[config.mk]
export PLATFORM = sky130hd
export DESIGN_NAME = rpn_stack_calculator_top
export DESIGN_NICKNAME = d
export VERILOG_FILES = /design/src/hdl/rpn_pkg.sv /design/src/hdl/rpn_ram.sv /design/src/hdl/rpn_alu.sv /design/src/hdl/rpn_stack_calculator_top.sv
export SDC_FILE = /design/constraint.sdc
export NUM_CORES = 2
export LEC_CHECK = 0
export ABC_AREA = 1
export ABC_CLOCK_PERIOD_IN_PS = 7200
export BUFFER_PORTS_ARGS = -buffer_cell sky130_fd_sc_hd__buf_4
export CORE_AREA = 2 2 553 555
export DETAILED_ROUTE_END_ITERATION = 8
export DIE_AREA = 0 0 555 557
export GPL_ROUTABILITY_DRIVEN = 0
export PLACE_DENSITY = 0.53
export SLEW_MARGIN = 20
export SYNTH_ARGS = -nofsm -noshare
export SYNTH_HDL_FRONTEND = slang
export SYNTH_SLANG_ARGS = --single-unit
[constraint.sdc]
create_clock -name i_clk -period 7.2 [get_ports i_clk]
set_input_delay 0 -clock i_clk [delete_from_list [all_inputs] [get_ports i_clk]]
set_output_delay 0 -clock i_clk [all_outputs]
set_load 0.01 [all_outputs]
[src/hdl/rpn_pkg.sv]
// ----------------------------------------------------------------------------
// rpn_pkg
// Shared types and codes for the RPN stack calculator: command and status
// codes, arithmetic unit operations and the request/response bundles.
// ----------------------------------------------------------------------------
package rpn_pkg;

    // command codes
    localparam logic [2:0] CMD_PUSH  = 3'd0;
    localparam logic [2:0] CMD_ADD   = 3'd1;
    localparam logic [2:0] CMD_SUB   = 3'd2;
    localparam logic [2:0] CMD_MUL   = 3'd3;
    localparam logic [2:0] CMD_DIV   = 3'd4;
    localparam logic [2:0] CMD_CLEAR = 3'd5;
    localparam logic [2:0] CMD_PEEK  = 3'd6;

    // status codes
    localparam logic [2:0] ST_OK         = 3'd0;
    localparam logic [2:0] ST_UNDER      = 3'd1;
    localparam logic [2:0] ST_FULL       = 3'd2;
    localparam logic [2:0] ST_DIV0       = 3'd3;
    localparam logic [2:0] ST_SAT        = 3'd4;
    localparam logic [2:0] ST_PEEK_EMPTY = 3'd5;

    localparam logic [31:0] VAL_MAX = 32'h7FFF_FFFF;
    localparam logic [31:0] VAL_MIN = 32'h8000_0000;

    typedef enum logic [1:0] {
        ALU_ADD,
        ALU_SUB,
        ALU_MUL,
        ALU_DIV
    } t_alu_op;

    typedef struct packed {
        logic    start;
        t_alu_op op;
    } t_alu_req;

    typedef struct packed {
        logic        done;
        logic [2:0]  status;
        logic [31:0] value;
    } t_alu_rsp;

endpackage

[src/hdl/rpn_ram.sv]
// ----------------------------------------------------------------------------
// rpn_ram
// Generic single-write, single-read RAM with registered read data.
// ----------------------------------------------------------------------------
module rpn_ram #(
    parameter int WIDTH = 32,
    parameter int DEPTH = 64
) (
    input  logic                     i_clk,
    input  logic                     i_we,
    input  logic [$clog2(DEPTH)-1:0] i_waddr,
    input  logic [WIDTH-1:0]         i_wdata,
    input  logic [$clog2(DEPTH)-1:0] i_raddr,
    output logic [WIDTH-1:0]         o_rdata
);

    logic [WIDTH-1:0] r_mem [DEPTH];
    logic [WIDTH-1:0] r_rdata;

    always_ff @(posedge i_clk) begin
        if (i_we) begin
            r_mem[i_waddr] <= i_wdata;
        end
        r_rdata <= r_mem[i_raddr];
    end

    assign o_rdata = r_rdata;

endmodule

[src/hdl/rpn_alu.sv]
// ----------------------------------------------------------------------------
// rpn_alu
// Iterative fixed-point arithmetic unit. One shared 33-bit adder serves
// add/sub, shift-add multiply and restoring divide, one bit per cycle.
// ----------------------------------------------------------------------------
module rpn_alu #(
    parameter int FRAC_BITS = 16
) (
    input  logic                i_clk,
    input  logic                i_rst_n,
    input  rpn_pkg::t_alu_req   i_req,
    input  logic signed [31:0]  i_a,
    input  logic signed [31:0]  i_b,
    output rpn_pkg::t_alu_rsp   o_rsp
);
    import rpn_pkg::*;

    localparam logic signed [64:0] HALF = $signed((65'd1 << FRAC_BITS) >> 1);
    localparam logic signed [64:0] SMAX = $signed({33'd0, VAL_MAX});
    localparam logic signed [64:0] SMIN = $signed({{33{1'b1}}, VAL_MIN});

    typedef enum logic [3:0] {
        A_IDLE, A_ADD, A_ABS, A_PREP, A_DIV, A_MUL, A_MNEG, A_MRND, A_DFIN
    } t_state;

    t_state             r_state;
    t_alu_op            r_op;
    logic signed [31:0] r_a;
    logic signed [31:0] r_b;
    logic [31:0]        r_amag;
    logic [31:0]        r_bmag;
    logic               r_neg;
    logic               r_ovf;
    logic [31:0]        r_hi;
    logic [31:0]        r_lo;
    logic [4:0]         r_cnt;
    logic signed [64:0] r_prod;
    logic               r_done;
    logic [31:0]        r_value;
    logic [2:0]         r_status;

    logic [32:0]        w_add_a;
    logic [32:0]        w_add_b;
    logic               w_cin;
    logic [33:0]        w_sum;
    logic               w_ge;
    logic [31:0]        w_amag;
    logic [31:0]        w_bmag;
    logic [63:0]        w_wide;
    logic [64:0]        w_mag65;
    logic signed [64:0] w_rnd;
    logic signed [64:0] w_shr;

    // shared adder
    always_comb begin
        w_add_a = '0;
        w_add_b = '0;
        w_cin   = 1'b0;
        unique case (r_state)
            A_ADD: begin
                w_add_a = {r_a[31], r_a};
                if (r_op == ALU_SUB) begin
                    w_add_b = ~{r_b[31], r_b};
                    w_cin   = 1'b1;
                end else begin
                    w_add_b = {r_b[31], r_b};
                end
            end
            A_MUL: begin
                w_add_a = {1'b0, r_hi};
                w_add_b = {1'b0, r_amag};
            end
            A_DIV: begin
                w_add_a = {r_hi, r_lo[31]};
                w_add_b = ~{1'b0, r_bmag};
                w_cin   = 1'b1;
            end
            default: ;
        endcase
        w_sum = {1'b0, w_add_a} + {1'b0, w_add_b} + {33'd0, w_cin};
    end

    assign w_ge    = w_sum[33];
    assign w_amag  = r_a[31] ? (~$unsigned(r_a) + 32'd1) : $unsigned(r_a);
    assign w_bmag  = r_b[31] ? (~$unsigned(r_b) + 32'd1) : $unsigned(r_b);
    assign w_wide  = {32'd0, r_amag} << FRAC_BITS;
    assign w_mag65 = {1'b0, r_hi, r_lo};
    assign w_rnd   = r_prod + HALF;
    assign w_shr   = w_rnd >>> FRAC_BITS;

    always_ff @(posedge i_clk) begin
        if (!i_rst_n) begin
            r_state <= A_IDLE;
            r_done  <= 1'b0;
        end else begin
            r_done <= 1'b0;
            unique case (r_state)
                A_IDLE: begin
                    if (i_req.start) begin
                        r_op    <= i_req.op;
                        r_a     <= i_a;
                        r_b     <= i_b;
                        r_ovf   <= 1'b0;
                        r_state <= (i_req.op == ALU_ADD || i_req.op == ALU_SUB) ?
                                   A_ADD : A_ABS;
                    end
                end
                A_ADD: begin
                    if (w_sum[32] != w_sum[31]) begin
                        r_value  <= w_sum[32] ? VAL_MIN : VAL_MAX;
                        r_status <= ST_SAT;
                    end else begin
                        r_value  <= w_sum[31:0];
                        r_status <= ST_OK;
                    end
                    r_done  <= 1'b1;
                    r_state <= A_IDLE;
                end
                A_ABS: begin
                    r_amag <= w_amag;
                    r_bmag <= w_bmag;
                    r_neg  <= r_a[31] ^ r_b[31];
                    r_cnt  <= '0;
                    if (r_op == ALU_MUL) begin
                        r_hi    <= '0;
                        r_lo    <= w_bmag;
                        r_state <= A_MUL;
                    end else if (r_b == 32'sd0) begin
                        // divide by zero: result follows the dividend's sign
                        if (r_a == 32'sd0) begin
                            r_value <= '0;
                        end else begin
                            r_value <= r_a[31] ? VAL_MIN : VAL_MAX;
                        end
                        r_status <= ST_DIV0;
                        r_done   <= 1'b1;
                        r_state  <= A_IDLE;
                    end else begin
                        r_state <= A_PREP;
                    end
                end
                A_PREP: begin
                    // quotient reaches 2^32 when the high half is not below the divisor
                    r_hi <= w_wide[63:32];
                    r_lo <= w_wide[31:0];
                    if (w_wide[63:32] >= r_bmag) begin
                        r_ovf   <= 1'b1;
                        r_state <= A_DFIN;
                    end else begin
                        r_state <= A_DIV;
                    end
                end
                A_DIV: begin
                    r_hi  <= w_ge ? w_sum[31:0] : {r_hi[30:0], r_lo[31]};
                    r_lo  <= {r_lo[30:0], w_ge};
                    r_cnt <= r_cnt + 5'd1;
                    if (r_cnt == 5'd31) begin
                        r_state <= A_DFIN;
                    end
                end
                A_MUL: begin
                    if (r_lo[0]) begin
                        r_hi <= w_sum[32:1];
                        r_lo <= {w_sum[0], r_lo[31:1]};
                    end else begin
                        r_hi <= {1'b0, r_hi[31:1]};
                        r_lo <= {r_hi[0], r_lo[31:1]};
                    end
                    r_cnt <= r_cnt + 5'd1;
                    if (r_cnt == 5'd31) begin
                        r_state <= A_MNEG;
                    end
                end
                A_MNEG: begin
                    r_prod  <= r_neg ? $signed(~w_mag65 + 65'd1) : $signed(w_mag65);
                    r_state <= A_MRND;
                end
                A_MRND: begin
                    if (w_shr > SMAX) begin
                        r_value  <= VAL_MAX;
                        r_status <= ST_SAT;
                    end else if (w_shr < SMIN) begin
                        r_value  <= VAL_MIN;
                        r_status <= ST_SAT;
                    end else begin
                        r_value  <= w_shr[31:0];
                        r_status <= ST_OK;
                    end
                    r_done  <= 1'b1;
                    r_state <= A_IDLE;
                end
                A_DFIN: begin
                    if (r_neg) begin
                        if (r_ovf || r_lo > VAL_MIN) begin
                            r_value  <= VAL_MIN;
                            r_status <= ST_SAT;
                        end else begin
                            r_value  <= ~r_lo + 32'd1;
                            r_status <= ST_OK;
                        end
                    end else begin
                        if (r_ovf || r_lo[31]) begin
                            r_value  <= VAL_MAX;
                            r_status <= ST_SAT;
                        end else begin
                            r_value  <= r_lo;
                            r_status <= ST_OK;
                        end
                    end
                    r_done  <= 1'b1;
                    r_state <= A_IDLE;
                end
                default: r_state <= A_IDLE;
            endcase
        end
    end

    assign o_rsp.done   = r_done;
    assign o_rsp.status = r_status;
    assign o_rsp.value  = r_value;

endmodule

[src/hdl/rpn_stack_calculator_top.sv]
// ----------------------------------------------------------------------------
// rpn_stack_calculator_top
// Reverse Polish calculator on a bounded stack of signed fixed-point values.
// ----------------------------------------------------------------------------
//  channel   handshake                  payload
//  request   i_in_valid / o_in_ready    i_cmd, i_operand
//  result    o_out_valid / i_out_ready  o_top_value, o_top_valid,
//                                       o_entry_count, o_status
//
//  Push, clear, peek, no-op and underflowed operators finish in the accept
//  cycle; the result is presented on the next cycle.
//  Add/subtract take a single pass through the shared adder. Multiply and
//  divide run a 32-step shift-add or restoring division loop in the shared
//  arithmetic unit at one bit per cycle. Divide by zero returns once the
//  operand magnitudes are taken, and a quotient too large for 32 bits skips the loop.
//  Request ready drops while an operator is in flight, and also when the
//  result register is full and not being drained.
//  Reset clears the entry count, state and result valid; stack RAM contents are not cleared.
// ----------------------------------------------------------------------------
module rpn_stack_calculator_top #(
    parameter int STACK_DEPTH = 64,
    parameter int FRAC_BITS   = 16
) (
    input  logic               i_clk,
    input  logic               i_rst_n,
    input  logic               i_in_valid,
    output logic               o_in_ready,
    input  logic [2:0]         i_cmd,
    input  logic signed [31:0] i_operand,
    output logic               o_out_valid,
    input  logic               i_out_ready,
    output logic signed [31:0] o_top_value,
    output logic               o_top_valid,
    output logic [6:0]         o_entry_count,
    output logic [2:0]         o_status
);
    import rpn_pkg::*;

    localparam int CNT_W = $clog2(STACK_DEPTH + 1);
    localparam int AW    = $clog2(STACK_DEPTH);
    localparam logic [CNT_W-1:0] DEPTH_CNT = CNT_W'(STACK_DEPTH);
    localparam logic [CNT_W-1:0] TWO_CNT   = CNT_W'(2);

    typedef enum logic [1:0] {
        S_IDLE,
        S_FETCH,
        S_ALU,
        S_FIN
    } t_state;

    // The top of stack lives in r_top; the RAM holds the entries below it.
    t_state             r_state;
    logic [CNT_W-1:0]   r_count;
    logic signed [31:0] r_top;
    t_alu_op            r_op;
    logic [2:0]         r_res_status;
    logic               r_out_valid;
    logic signed [31:0] r_top_value;
    logic               r_top_valid;
    logic [6:0]         r_entry_count;
    logic [2:0]         r_status;

    logic               w_in_fire;
    logic               w_out_free;
    logic [CNT_W-1:0]   w_cnt_m1;
    logic [CNT_W-1:0]   w_cnt_m2;
    logic               w_ram_we;
    logic [31:0]        w_ram_rdata;
    t_alu_req           w_alu_req;
    t_alu_rsp           w_alu_rsp;

    assign w_out_free = !r_out_valid || i_out_ready;
    assign o_in_ready = (r_state == S_IDLE) && w_out_free;
    assign w_in_fire  = i_in_valid && o_in_ready;
    assign w_cnt_m1   = r_count - CNT_W'(1);
    assign w_cnt_m2   = r_count - TWO_CNT;

    // push spills the old top into the RAM below the new one
    assign w_ram_we = w_in_fire && (i_cmd == CMD_PUSH) && (r_count != '0)
                      && (r_count < DEPTH_CNT);

    rpn_ram #(
        .WIDTH (32),
        .DEPTH (STACK_DEPTH)
    ) u_stack_ram (
        .i_clk   (i_clk),
        .i_we    (w_ram_we),
        .i_waddr (w_cnt_m1[AW-1:0]),
        .i_wdata (r_top),
        .i_raddr (w_cnt_m2[AW-1:0]),
        .o_rdata (w_ram_rdata)
    );

    // entry below the top arrives from the RAM in the cycle after accept
    assign w_alu_req.start = (r_state == S_FETCH);
    assign w_alu_req.op    = r_op;

    rpn_alu #(
        .FRAC_BITS (FRAC_BITS)
    ) u_alu (
        .i_clk   (i_clk),
        .i_rst_n (i_rst_n),
        .i_req   (w_alu_req),
        .i_a     ($signed(w_ram_rdata)),
        .i_b     (r_top),
        .o_rsp   (w_alu_rsp)
    );

    always_ff @(posedge i_clk) begin
        if (!i_rst_n) begin
            r_state     <= S_IDLE;
            r_count     <= '0;
            r_out_valid <= 1'b0;
        end else begin
            if (r_out_valid && i_out_ready) begin
                r_out_valid <= 1'b0;
            end
            unique case (r_state)
                S_IDLE: begin
                    if (w_in_fire) begin
                        // default reply: stack as it stands
                        r_top_value   <= (r_count != '0) ? r_top : 32'sd0;
                        r_top_valid   <= (r_count != '0);
                        r_entry_count <= 7'(r_count);
                        r_status      <= ST_OK;
                        r_out_valid   <= 1'b1;
                        unique case (i_cmd) inside
                            CMD_PUSH: begin
                                if (r_count >= DEPTH_CNT) begin
                                    r_status <= ST_FULL;
                                end else begin
                                    r_top         <= i_operand;
                                    r_count       <= r_count + CNT_W'(1);
                                    r_top_value   <= i_operand;
                                    r_top_valid   <= 1'b1;
                                    r_entry_count <= 7'(r_count + CNT_W'(1));
                                end
                            end
                            CMD_ADD, CMD_SUB, CMD_MUL, CMD_DIV: begin
                                if (r_count < TWO_CNT) begin
                                    r_status <= ST_UNDER;
                                end else begin
                                    // reply comes later from S_FIN
                                    r_out_valid <= 1'b0;
                                    r_state     <= S_FETCH;
                                    unique case (i_cmd) inside
                                        CMD_ADD: r_op <= ALU_ADD;
                                        CMD_SUB: r_op <= ALU_SUB;
                                        CMD_MUL: r_op <= ALU_MUL;
                                        default: r_op <= ALU_DIV;
                                    endcase
                                end
                            end
                            CMD_CLEAR: begin
                                r_count       <= '0;
                                r_top_value   <= 32'sd0;
                                r_top_valid   <= 1'b0;
                                r_entry_count <= '0;
                            end
                            CMD_PEEK: begin
                                if (r_count == '0) begin
                                    r_status <= ST_PEEK_EMPTY;
                                end
                            end
                            default: ;
                        endcase
                    end
                end
                S_FETCH: begin
                    r_state <= S_ALU;
                end
                S_ALU: begin
                    if (w_alu_rsp.done) begin
                        // result replaces the second entry as the new top
                        r_top        <= $signed(w_alu_rsp.value);
                        r_res_status <= w_alu_rsp.status;
                        r_count      <= w_cnt_m1;
                        r_state      <= S_FIN;
                    end
                end
                S_FIN: begin
                    if (w_out_free) begin
                        r_top_value   <= r_top;
                        r_top_valid   <= 1'b1;
                        r_entry_count <= 7'(r_count);
                        r_status      <= r_res_status;
                        r_out_valid   <= 1'b1;
                        r_state       <= S_IDLE;
                    end
                end
                default: r_state <= S_IDLE;
            endcase
        end
    end

    assign o_out_valid   = r_out_valid;
    assign o_top_value   = r_top_value;
    assign o_top_valid   = r_top_valid;
    assign o_entry_count = r_entry_count;
    assign o_status      = r_status;

endmodule
Word level (Yosys, flattened, before mapping)
Memories as Yosys holds them, arrays and structs flattened. A register that Yosys moved wholly into a read port is not among the register bits.
Index checks and enable logic that the tools add are counted.
W data, S select, Z words.
{ "totals": {"reg_bits": 396, "mem_bits_rw": 2048, "in_bits": 39, "out_inout_bits": 45, "wordCells": 228, "n_memories": 1} }
{ "classes": {"n_addsub": 11, "order_cmp": 7, "n_eq_ne": 36, "mux": 96, "bitwise_logic": 8, "n_reduce_logical": 42} }
{ "mem_list": {"columns": ["name", "words", "word_bits", "read_ports", "rd_ports_with_merged_regs", "wr", "line_no", "source"], "rows": [
  ["u_stack_ram.r_mem", 64, 32, 1, 1, 1, "rpn_ram.sv:17", "logic [WIDTH-1:0] r_mem [DEPTH];"]
]} }
{ "op_table": {"columns": ["cell", "count"], "rows": [
  ["$mux W32", 25],
  ["$pmux W32 S4", 3],
  ["$pmux W33 S3", 2],
  ["$pmux W32 S2", 3],
  ["$add A32 B1 Y32 const B", 3],
  ["$not A32 Y32", 3],
  ["$add A65 B1 Y65 const B", 1],
  ["$add A65 B17 Y65 const B", 1],
  ["$not A64 Y65", 1],
  ["$logic_not A32 Y1", 2],
  ["$mux W64", 1],
  ["$gt A49 B32 Y1 const B", 1],
  ["$lt A49 B32 Y1 const B", 1],
  ["$pmux W7 S2", 3],
  ["$add A33 B33 Y34", 1],
  ["$add A34 B1 Y34", 1],
  ["$mux W3", 11],
  ["$mux W33", 1],
  ["$not A32 Y33", 1],
  ["$not A33 Y33", 1],
  ["$ge A16 B32 Y1", 1],
  ["$gt A32 B32 Y1 const B", 1],
  ["$mux W31", 1],
  ["$mux W7", 4],
  ["51 further kinds", 127]
]} }

Longest topological paths before layout
{ "logic_depth": {"word_depth": 9, "depth_mapped": 30, "depth_no_buf": 28} }

Modules after synthesis
From an unflattened synthesis, not the netlist that was laid out.
{ "hier_totals": {"hier_cells": 9985, "hier_area_um2": 108497.8} }
{ "modules_own_cells": {"columns": ["module", "n_inst", "cells_each", "area_per_inst_um2", "seq_area_each_um2"], "rows": [
  ["rpn_ram", 1, 6785, 82785.6, 62139.6],
  ["rpn_alu", 1, 2687, 20931.3, 8658.3],
  ["rpn_stack_calculator_top", 1, 513, 4780.8, 2602.5]
]} }

Least setup slack after synthesis
No wires, ideal clock.
{ "synth_path": {"kind": "reg2reg", "start": "reg u_alu.r_state[1]", "end": "reg u_alu.r_a[0], enable pin", "setup_ns": 0.571, "t_arrival_ns": 5.201, "t_required_ns": 6.629, "slack_ns": 1.428, "stages_incl_launch_ff": 6, "n_path_buf": 0, "period_less_slack_ns": 5.772, "cell_sequence": "dfxtp_1 > nor2_1 > inv_1 > nor2_1 > inv_1 > nor3_1"} }
{ "synth_via": {"elab_chain_cells": 2} }
{ "synth_lines": {"columns": ["element", "line_no", "source"], "rows": [
  ["from (decl)", "rpn_alu.sv:26", "t_state r_state;"],
  ["from (signal assigned)", "rpn_alu.sv:104", "r_state <= (i_req.op == ALU_ADD || i_req.op == ALU_SUB) ?"],
  ["$logic_not A4 Y1", "rpn_alu.sv:97", "unique case (r_state)"],
  ["$reduce_and A3 Y1 (no line)", null, null],
  ["to (signal assigned)", "rpn_alu.sv:101", "r_a <= i_a;"],
  ["to (decl)", "rpn_alu.sv:28", "logic signed [31:0] r_a;"]
]} }
Every way passes these cells.
A chain may end at the register's enable or synchronous reset.

Final worst setup path
{ "layout_path": {"start": "reg u_alu.r_state[2]", "end": "reg u_alu.r_value[21], data pin"} }
{ "layout_via": {"elab_chain_cells": 7, "word_cells_on_any_way": 15, "classes_between": "add/sub: 2; eq/ne: 7; mux: 6"} }
{ "layout_lines": {"columns": ["element", "line_no", "source"], "rows": [
  ["$eq A4 B3 Y1 or $eq A4 B1 Y1 (tied branches)", "rpn_alu.sv:59, rpn_alu.sv:97", null],
  ["$pmux W33 S3", "rpn_alu.sv:59", "unique case (r_state)"],
  ["$add A33 B33 Y34", "rpn_alu.sv:80", "w_sum = {1'b0, w_add_a} + {1'b0, w_add_b} + {33'd0, w_cin};"],
  ["$add A34 B1 Y34", "rpn_alu.sv:80", null],
  ["$mux W32 or $ne A1 B1 Y1 (tied branches)", "rpn_alu.sv:110, rpn_alu.sv:109", null],
  ["$mux W32", "rpn_alu.sv:109", "if (w_sum[32] != w_sum[31]) begin"],
  ["$pmux W32 S4 *", "rpn_alu.sv:97", null],
  ["to (signal assigned)", "rpn_alu.sv:110", "r_value <= w_sum[32] ? VAL_MIN : VAL_MAX;"],
  ["to (signal assigned)", "rpn_alu.sv:113", "r_value <= w_sum[31:0];"],
  ["to (signal assigned)", "rpn_alu.sv:133", "r_value <= r_a[31] ? VAL_MIN : VAL_MAX;"],
  ["to (decl)", "rpn_alu.sv:39", "logic [31:0] r_value;"]
]} }
Mark *: on every way between the ends. The rest lies on a longest branch, timed or not.

==> out/qor.yml <==
status: "finished clean"
wl_met3_um: 33850
cp-start-kind: "register"
grt_max_degree: 195
dpl.hpwl_um: 220100
synth_cell_types: 56
route.met2.wl_um: 160700
path_clk_slew_ns: 0.06
drive_above_1_share: 0.08774
num_vias: 76950
hold_viol_final: 0
design.die.area_sq_mm: 0.3091
slew_headroom: 0.1183
synth_area_leader_cell: "edfxtp_1"
areaGrowthSynthToFinish_pct: 14.40
coreArea_sq_mm: 0.3040
worstHoldPathCells: 4
htree_levels: 5
fin_worst_skew_ns: 0.03702
ys_warn_count: 0
placed_cell_area_sq_mm: 0.1117
wl_per_cell_um: 26.88
finalPower_mw: 44.90
tns_ns: 0
path_class: "reg2reg"
r2r_end: "u_alu.r_value[21]"
fmax_mhz: 149.8
hold-worst-slack_ns: 0.03835
final_util: 0.3980
p_leak_nw: 40.57
r2r_setup_slack_ns: 0.52
min_period_over_period: 0.9272
synth.top_cells.by_count: "2,412 x edfxtp_1, 1,864 x nor2_1, 1,471 x o21ai_0"
portBuffers: 83
yosysSeqAreaShare: 0.6936
antenna_left: 0
grt_pass1_wl_um: 518700
rsz0062_at_grt: "no"
overflow: 0
power_density_mw_per_mm2: 371.0
arrival_ns: 7.30
synth.area.top_cells: "edfxtp_1 68%, o21ai_0 7.0%, nor2_1 6.6%"
cp-end-kind: "register"
reg2regPathDepth: 24
irDropWorstVdd_mv: 0.2708
io_pins: 84
drt-total-wl_um: 362600
synth_flop_cell: "edfxtp_1"
hp-class: "in2reg"
die_y_um: 557
dr.max_layer_used: "met5"
path_max_fanout: 34
post_cts_buffers: 0
synth_edf_count: 2412
syn_area_per_cell_sq_um: 11.50
tightest_slew_ns: 1.312
hold_path_end: "r_top[17]"
track_usage: 0.2275
cts_buffers: 278
r2r_start: "u_alu.r_state[2]"
synth.cell_area_sq_mm: 0.1058
root_buffer: "clkbuf_16"
synthCells: 9201
start_util: 0.3479
synth.most_common_cell: "edfxtp_1"
synth_nets: 9307
maxCapViolCount: 0
synthArstFlopShare: 0
clk_latency_ns: 0.90
cts_buffer_depth: 4
synth_top_area_frac: 0.6847
dr.first_iter.drc_count: 10950
drtPass1Iterations: 9
cts_tree: "yes"
fp-row-count: 203
met1_length_um: 153900
min_period_ns: 6.676
die_w_um: 555
design_area_sq_mm: 0.1210
synth_seq_cells: 2459
critical_path_required_ns: 7.83
viasPerCell: 5.704
grt_pass1_vias: 72110
setup_viol_count_final: 0
min_from: "i_operand[17]"
route.detailed.drc: 0
antenna_found_initial: 31
cts_sinks: 2459
nNetsFinal: 9371
finalMaxSlewViolations: 0
[through the flow]
step / setup slack (ns) / instances
final: 0.5242 / 13490
after global placement: 0.7982 / 12920
after global routing: 0.05259 / 13480
after CTS: 0.6837 / 13480
after floorplan: 1.428 / 9201
after detailed placement: 0.7441 / 12920
[cell type report]
cell class                      instances  area (sq um)
Fill cell                           28630        183000
Sequential cell                      2459         73380
Multi-Input combinational cell       5775         29300
Clock buffer                          367          7553
Tap cell                             3997          5001
Timing Repair Buffer                  353          3058
Inverter                              398          1524
Clock inverter                        131          1169
Antenna cell                            9         22.52
[power by group]
| part | internal (mW) | total [mW] | switching [mW] |
|---|---|---|---|
| Combinational | 3.24 | 13.7 | 10.5 |
| Sequential | 16.9 | 17.4 | 0.522 |
| Clock | 7.90 | 13.8 | 5.87 |
| Total | 28.1 | 44.9 | 16.8 |
[sequential cells by signal, summed over array words and instances, names as in the netlist, 3 cells and up]
name,count
u_alu.r_prod,50
r_count,7
o_entry_count,7
o_top_value,32
u_alu.r_a,32
u_alu.r_state,4
u_alu.r_cnt,5
u_alu.r_amag,32
r_top,32
u_alu.r_value,32
u_alu.r_hi,32
u_alu.r_bmag,32
u_stack_ram.o_rdata,32
u_stack_ram.r_mem,2048
u_alu.r_lo,32
o_status,3
u_alu.r_b,32
[cells by family after synthesis]
kind of cell / share of synthesized area
DFF: 0.6936
AOI/OAI and AO/OA: 0.1370
buffers and inverters: 0.03525
adders and majority gates: 0.008067
xor gates and xnor gates: 0.01374
and+or+nand+nor: 0.1123
[worst max-delay path by stage]
stage                     start                end  slack (ns)  cells past startpoint
3_3_place_gp   u_alu.r_state[2]  u_alu.r_value[29]        0.80                     27
5_1_grt        u_alu.r_state[2]  u_alu.r_value[12]        0.05                     24
6_report       u_alu.r_state[2]  u_alu.r_value[21]        0.52                     24
3_5_place_dp   u_alu.r_state[2]  u_alu.r_value[21]        0.74                     27
2_1_floorplan  u_alu.r_state[1]       u_alu.r_a[0]        1.43                      5
4_1_cts        u_alu.r_state[2]  u_alu.r_value[21]        0.68                     27
[placed cells by master (no fill, tap or decap), types with 31 or more instances in the layout]
| master | instances |
|---|---|
| nor2_1 | 1796 |
| nand4_1 | 41 |
| nand2_1 | 774 |
| clkinv_1 | 45 |
| clkbuf_16 | 280 |
| nor2_4 | 69 |
| buf_4 | 272 |
| a21oi_1 | 132 |
| inv_1 | 380 |
| clkinv_2 | 46 |
| xor2_1 | 133 |
| dlygate4sd3_1 | 61 |
| o21ai_0 | 1471 |
| o221ai_1 | 53 |
| o32ai_1 | 65 |
| dfxtp_1 | 45 |
| ha_1 | 63 |
| o211ai_1 | 43 |
| nor3_1 | 47 |
| clkbuf_1 | 65 |
| edfxtp_1 | 2412 |
| o22ai_1 | 644 |
| xnor2_1 | 31 |
| nand3_1 | 169 |
[repair_timing]
action,4_1_cts,5_1_grt
hold endpoints to repair,90,0
hold buffers,61,0
endpoints found under the setup margin,0,0
gates resized for setup,0,0
[worst max-delay path, stage by stage, from the launching register on]
cell      delay, ns
dfxtp_1        0.34
inv_1          0.13
nor2_1         0.07
nand2_1        0.29
nor2_2         0.10
inv_2          0.29
buf_4          0.49
nor2_1         0.11
a211oi_1       0.37
inv_1          0.09
ha_1           0.28
inv_1          0.04
o31ai_1        0.41
a21o_1         0.29
nand3_1        0.10
nand4_1        0.14
a21oi_1        0.10
xor2_1         0.39
inv_1          0.10
ha_1           0.65
inv_1          0.40
nand3_1        0.73
o21ai_0        0.25
nand2_1        0.12
nand3_1        0.07
[per-layer routing]
metal / vias to the layer above / track usage
met3: 670 / 0.03755
met1: 38620 / 0.3249
met5: - / 0
met2: 3980 / 0.3482
li1: 33660 / -
met4: 14 / 0.08257
Power figures use the tool's default switching activity.
